--- src/hdl/fcc_pkg.sv ---
// Shared types for the flagged causal convolver.
package fcc_pkg;

   // One stored sample: real part, imaginary part and bad-data flag.
   typedef struct packed {
      logic signed [15:0] re;
      logic signed [15:0] im;
      logic               bad;
   } sample_type;

   // Per-cycle control for the row of history cells.
   typedef struct packed {
      logic rotate;
      logic shift;
   } cell_ctrl_type;

   // Configuration register indexes.
   localparam logic CSR_COMPLEX_MODE  = 1'b0;
   localparam logic CSR_BASE_INTERVAL = 1'b1;

endpackage

--- src/hdl/fcc_cell.sv ---
// One history cell: holds an f sample and a g sample and passes them along the ring.
module fcc_cell (
   input  logic                  clock,
   input  fcc_pkg::cell_ctrl_type ctrl,
   input  logic                  f_we,
   input  fcc_pkg::sample_type   f_new,
   input  fcc_pkg::sample_type   g_left,
   input  fcc_pkg::sample_type   f_right,
   input  fcc_pkg::sample_type   g_right,
   output fcc_pkg::sample_type   f_q,
   output fcc_pkg::sample_type   g_q
);
   import fcc_pkg::*;

   sample_type f_ff, f_in;
   sample_type g_ff, g_in;

   // Rotation moves both samples one place headward; a shift moves g away from it.
   always_comb begin
      f_in = f_ff;
      g_in = g_ff;
      if (ctrl.rotate) begin
         f_in = f_right;
         g_in = g_right;
      end else if (ctrl.shift) begin
         g_in = g_left;
         if (f_we) begin
            f_in = f_new;
         end
      end
   end

   always_ff @(posedge clock) begin
      f_ff <= f_in;
      g_ff <= g_in;
   end

   assign f_q = f_ff;
   assign g_q = g_ff;
endmodule

--- config.mk ---
export PLATFORM = sky130hd
export DESIGN_NAME = fcc_cell
export DESIGN_NICKNAME = d
export VERILOG_FILES = /design/src/hdl/fcc_pkg.sv /design/src/hdl/fcc_cell.sv
export SDC_FILE = /design/constraint.sdc
export NUM_CORES = 1
export LEC_CHECK = 0
export CORE_AREA = 2 2 78 80
export CTS_CLUSTER_DIAMETER = 60
export CTS_CLUSTER_SIZE = 12
export DETAILED_ROUTE_END_ITERATION = 10
export DIE_AREA = 0 0 80 82
export DONT_BUFFER_PORTS = 1
export GPL_TIMING_DRIVEN = 0
export HOLD_SLACK_MARGIN = 0.12
export PLACE_DENSITY = 0.65
export REMOVE_ABC_BUFFERS = 1
export SETUP_SLACK_MARGIN = 0.05
export SLEW_MARGIN = 30
export SYNTH_ARGS = -nofsm -noshare
export SYNTH_HDL_FRONTEND = slang
export SYNTH_SLANG_ARGS = --single-unit
--- constraint.sdc ---
create_clock -name clock -period 3.5 [get_ports clock]
set_input_delay 0.175 -clock clock [delete_from_list [all_inputs] [get_ports clock]]
set_output_delay 0.175 -clock clock [all_outputs]
set_load 0.02 [all_outputs]
==> impl_metrics.env, run 1 <==
export IMPL_synth_top_cells_by_area="sky130_fd_sc_hd__edfxtp_1 (69%), sky130_fd_sc_hd__mux2_2 (19%), sky130_fd_sc_hd__mux2_4 (9.4%)"
export IMPL_postSynthRegisterBits=66
export IMPL_yosysWarnings=0
export IMPL_cts_max_path_buffers=2
export IMPL_fp_row_count=28
export IMPL_cts_hold_repair_buffers=102
export IMPL_num_io_pins=202
export IMPL_synth_cell_types=7
export IMPL_synth_top_area_frac=0.690
export IMPL_async_set_or_reset_register_ratio_after_synthesis=0
export IMPL_syn_area_per_cell_um2=20.2
export IMPL_ys_dominant_reg_cell="sky130_fd_sc_hd__edfxtp_1"
export IMPL_placed_instance_area_mm2=0.00290
export IMPL_run_stop_error="[ERROR RSZ-0060] Max buffer count reached."
export IMPL_synth_top_area_cell="sky130_fd_sc_hd__edfxtp_1"
export IMPL_initial_utilization=0.500
export IMPL_synth_most_common_cell="sky130_fd_sc_hd__edfxtp_1"
export IMPL_synth_edff_count=66
export IMPL_floorplan_die_width_um=80
export IMPL_cts_sinks=66
export IMPL_ys_top_cells_by_count="sky130_fd_sc_hd__edfxtp_1 (66), sky130_fd_sc_hd__mux2_2 (48), sky130_fd_sc_hd__mux2_4 (18), sky130_fd_sc_hd__buf_2 (4), sky130_fd_sc_hd__buf_6 (4)"
export IMPL_cts_repair_resize_count=0
export IMPL_syn_instance_count=142
export IMPL_yosysSeqAreaShare=0.690
export IMPL_port_buffers=0
export IMPL_clock_tree_root_cell="sky130_fd_sc_hd__clkbuf_8"
export IMPL_post_cts_repair_setup_buffers=0
export IMPL_cts_made_buffers=9
export IMPL_cts_htree_levels=3
export IMPL_syn_cell_area_mm2=0.00287
export IMPL_lastStage="clock tree synthesis (4_1_cts)"
export IMPL_dp_hpwl_mm=3.75
export IMPL_finalWeightedCongestion=0.682
export IMPL_run_status="aborted with a tool error"
export IMPL_fp_dieH_um=82
[per-stage QoR]
stage / setup WS [ps] / cells / hold WS, ps
2_1_floorplan: 2200 / 134 / 392
3_3_place_gp: 2010 / 209 / 393
3_5_place_dp: 2330 / 209 / 395
[cell families after synthesis]
logic type      count (synthesis)  share of synthesized area
compound gates                  1                    0.00262
mux                            66                      0.282
simple gates                    1                    0.00218
flops                          66                      0.690
buf+inv                         8                     0.0227
==> run 2: changes to the inputs <==
- CORE_AREA: 2 2 78 80 -> not set
- CORE_UTILIZATION: not set -> 40
- CTS_CLUSTER_DIAMETER: 60 -> not set
- CTS_CLUSTER_SIZE: 12 -> not set
- DIE_AREA: 0 0 80 82 -> not set
- HOLD_SLACK_MARGIN: 0.12 -> not set
- PLACE_DENSITY: 0.65 -> not set
- PLACE_DENSITY_LB_ADDON: not set -> 0.15
- SETUP_SLACK_MARGIN: 0.05 -> not set
==> impl_metrics.env, run 2 <==
export IMPL_yosysWarnings=0
export IMPL_cts_tree="done"
export IMPL_dp_cells=230
export IMPL_num_io_pins=202
export IMPL_grt_overflow_total=0
export IMPL_cp_arrival_ps=820
export IMPL_finalWorstSetupSlack_ps=2500
export IMPL_final_max_slew_violation_count=0
export IMPL_pin_count_of_the_biggest_net_entering_global_routing=69
export IMPL_final_core_util=0.448
export IMPL_post_route_period_util=0.285
export IMPL_via_count=1293
export IMPL_critical_path_startpoint_type="flop"
export IMPL_cts_sinks=66
export IMPL_die_area_mm2=0.00752
export IMPL_type_of_element_capturing_the_critical_path="primary output"
export IMPL_worst_slew_pin_transition_ps=759
export IMPL_timing_critical_path_required_ps=3320
export IMPL_synth_edff_count=66
export IMPL_ys_top_cells_by_count="sky130_fd_sc_hd__edfxtp_1 (66), sky130_fd_sc_hd__mux2_2 (48), sky130_fd_sc_hd__mux2_4 (18), sky130_fd_sc_hd__buf_2 (4), sky130_fd_sc_hd__buf_6 (4)"
export IMPL_synth_most_common_cell="sky130_fd_sc_hd__edfxtp_1"
export IMPL_clkTransAtPathRegs_ps=70
export IMPL_layout_nets=281
export IMPL_detail_route_first_pass_iterations=4
export IMPL_syn_cell_area_mm2=0.00287
export IMPL_placed_instance_area_mm2=0.00293
export IMPL_drive_gt1_frac=0.537
export IMPL_hold_path_depth=1
export IMPL_period_minus_slack_ps=997
export IMPL_totalNegativeSetupSlack_ps=0
export IMPL_syn_area_per_cell_um2=20.2
export IMPL_fp_dieH_um=86.7
export IMPL_post_route_standard_cell_area_excluding_fillers_mm2=0.00308
export IMPL_power_density_mw_per_mm2=560
export IMPL_timing_worst_setup_path_type="flop to primary output"
export IMPL_yosysSeqAreaShare=0.690
export IMPL_pre_cts_ws_ps=2320
export IMPL_first_iter_violations=36
export IMPL_vias_per_cell=5.28
export IMPL_fin_hold_ws_ps=68.5
export IMPL_postSynthRegisterBits=66
export IMPL_ir_drop_v=0.000216
export IMPL_timing_critical_path_fanout_max=1
export IMPL_finalHoldViolations=0
export IMPL_ys_dominant_reg_cell="sky130_fd_sc_hd__edfxtp_1"
export IMPL_fin_cells=245
export IMPL_cts_made_buffers=9
export IMPL_antenna_left=0
export IMPL_initial_utilization=0.418
export IMPL_maxCapViolCount=0
export IMPL_layout_area_overhead_vs_synth_pct=7.19
export IMPL_floorplan_die_width_um=86.7
export IMPL_initial_antenna_violation_count=0
export IMPL_synth_top_area_cell="sky130_fd_sc_hd__edfxtp_1"
export IMPL_run_status="finished clean"
export IMPL_most_frequent_cells_in_the_layout="sky130_fd_sc_hd__edfxtp_1 (66), sky130_fd_sc_hd__mux2_2 (48), sky130_fd_sc_hd__mux2_4 (18)"
export IMPL_setup_violations=0
export IMPL_grt_pass1_vias=1312
export IMPL_class_of_the_worst_hold_path="primary input to flop"
export IMPL_syn_instance_count=142
export IMPL_detailed_route_drc_error_count=0
export IMPL_slew_limit_headroom=0.494
export IMPL_grt_first_pass_wirelength_mm=6.83
export IMPL_core_area_mm2=0.00687
export IMPL_grt_total_usage=0.129
export IMPL_synth_top_area_frac=0.690
export IMPL_mostFrequentLayoutCell="sky130_fd_sc_hd__edfxtp_1"
export IMPL_cts_htree_levels=3
export IMPL_leakage_nw=1.09
export IMPL_cts_hold_repair_buffers=0
export IMPL_totalWireLength_mm=5.01
export IMPL_synth_cell_types=7
export IMPL_post_cts_repair_setup_buffers=0
export IMPL_cts_max_path_buffers=2
export IMPL_num_fill_cells=589
export IMPL_finalWeightedCongestion=0.645
export IMPL_port_buffers=0
export IMPL_fp_row_count=30
export IMPL_total_power_mw=1.72
export IMPL_worstHoldStart="g_left[11]"
export IMPL_maximum_frequency_from_static_timing_analysis_mhz=1000
export IMPL_synth_top_cells_by_area="sky130_fd_sc_hd__edfxtp_1 (69%), sky130_fd_sc_hd__mux2_2 (19%), sky130_fd_sc_hd__mux2_4 (9.4%)"
export IMPL_drt_wirelength_per_cell_um=20.5
export IMPL_cts_repair_resize_count=0
export IMPL_min_delay_worst_endpoint="g_q[11]$_DFFE_PP_"
export IMPL_clock_tree_root_cell="sky130_fd_sc_hd__clkbuf_8"
export IMPL_antenna_diode_instance_count=0
export IMPL_async_set_or_reset_register_ratio_after_synthesis=0
export IMPL_rsz0062_at_grt="false"
## run 2: final cells by class
type,instances,area [um2],area share
clock buffers,10,128,0.0415
well taps,96,120,0.0390
flip-flops and latches,66,1980,0.644
clock inverters,5,22.5,0.00732
multi-input cells,68,826,0.268
## run 2: cell families (layout without fill, tap and decap cells)
family,after synthesis,count (layout),synth area share
AO/OA/AOI/OAI,1,1,0.00262
buffers and inverters,8,15,0.0227
multiplexers,66,66,0.282
flip-flops,66,66,0.690
AND/OR/NAND/NOR,1,1,0.00218
## run 2: how the worst max path moves through the flow
stage / startpoint / end / slack, ps / depth (start not counted)
after floorplan: f_we / f_q[0]$_DFFE_PP_ / 2200 / 1
after global placement: f_we / f_q[16]$_DFFE_PP_ / 1990 / 1
after detailed placement: ctrl[1] / g_q[10]$_DFFE_PP_ / 2320 / 1
after CTS: g_q[7]$_DFFE_PP_ / g_q[7] / 2480 / 0
after global routing: f_q[24]$_DFFE_PP_ / f_q[24] / 2470 / 0
final: g_q[29]$_DFFE_PP_ / g_q[29] / 2500 / 0
## run 2: routing by layer
| metal | vias to the layer above | GRT usage | wire (um) |
|---|---|---|---|
| li1 | 563 | - | - |
| met1 | 600 | 0.126 | 1720 |
| met2 | 121 | 0.224 | 2630 |
| met3 | 9 | 0.0581 | 576 |
| met4 | 0 | 0.0773 | 91 |
| met5 | - | 0 | 0 |
## run 2: power breakdown
part	internal (mW)	switching (mW)
Sequential	0.983	0.146
Clock	0.244	0.253
Combinational	0.0652	0.0329
(Power assumes the default switching activity.)
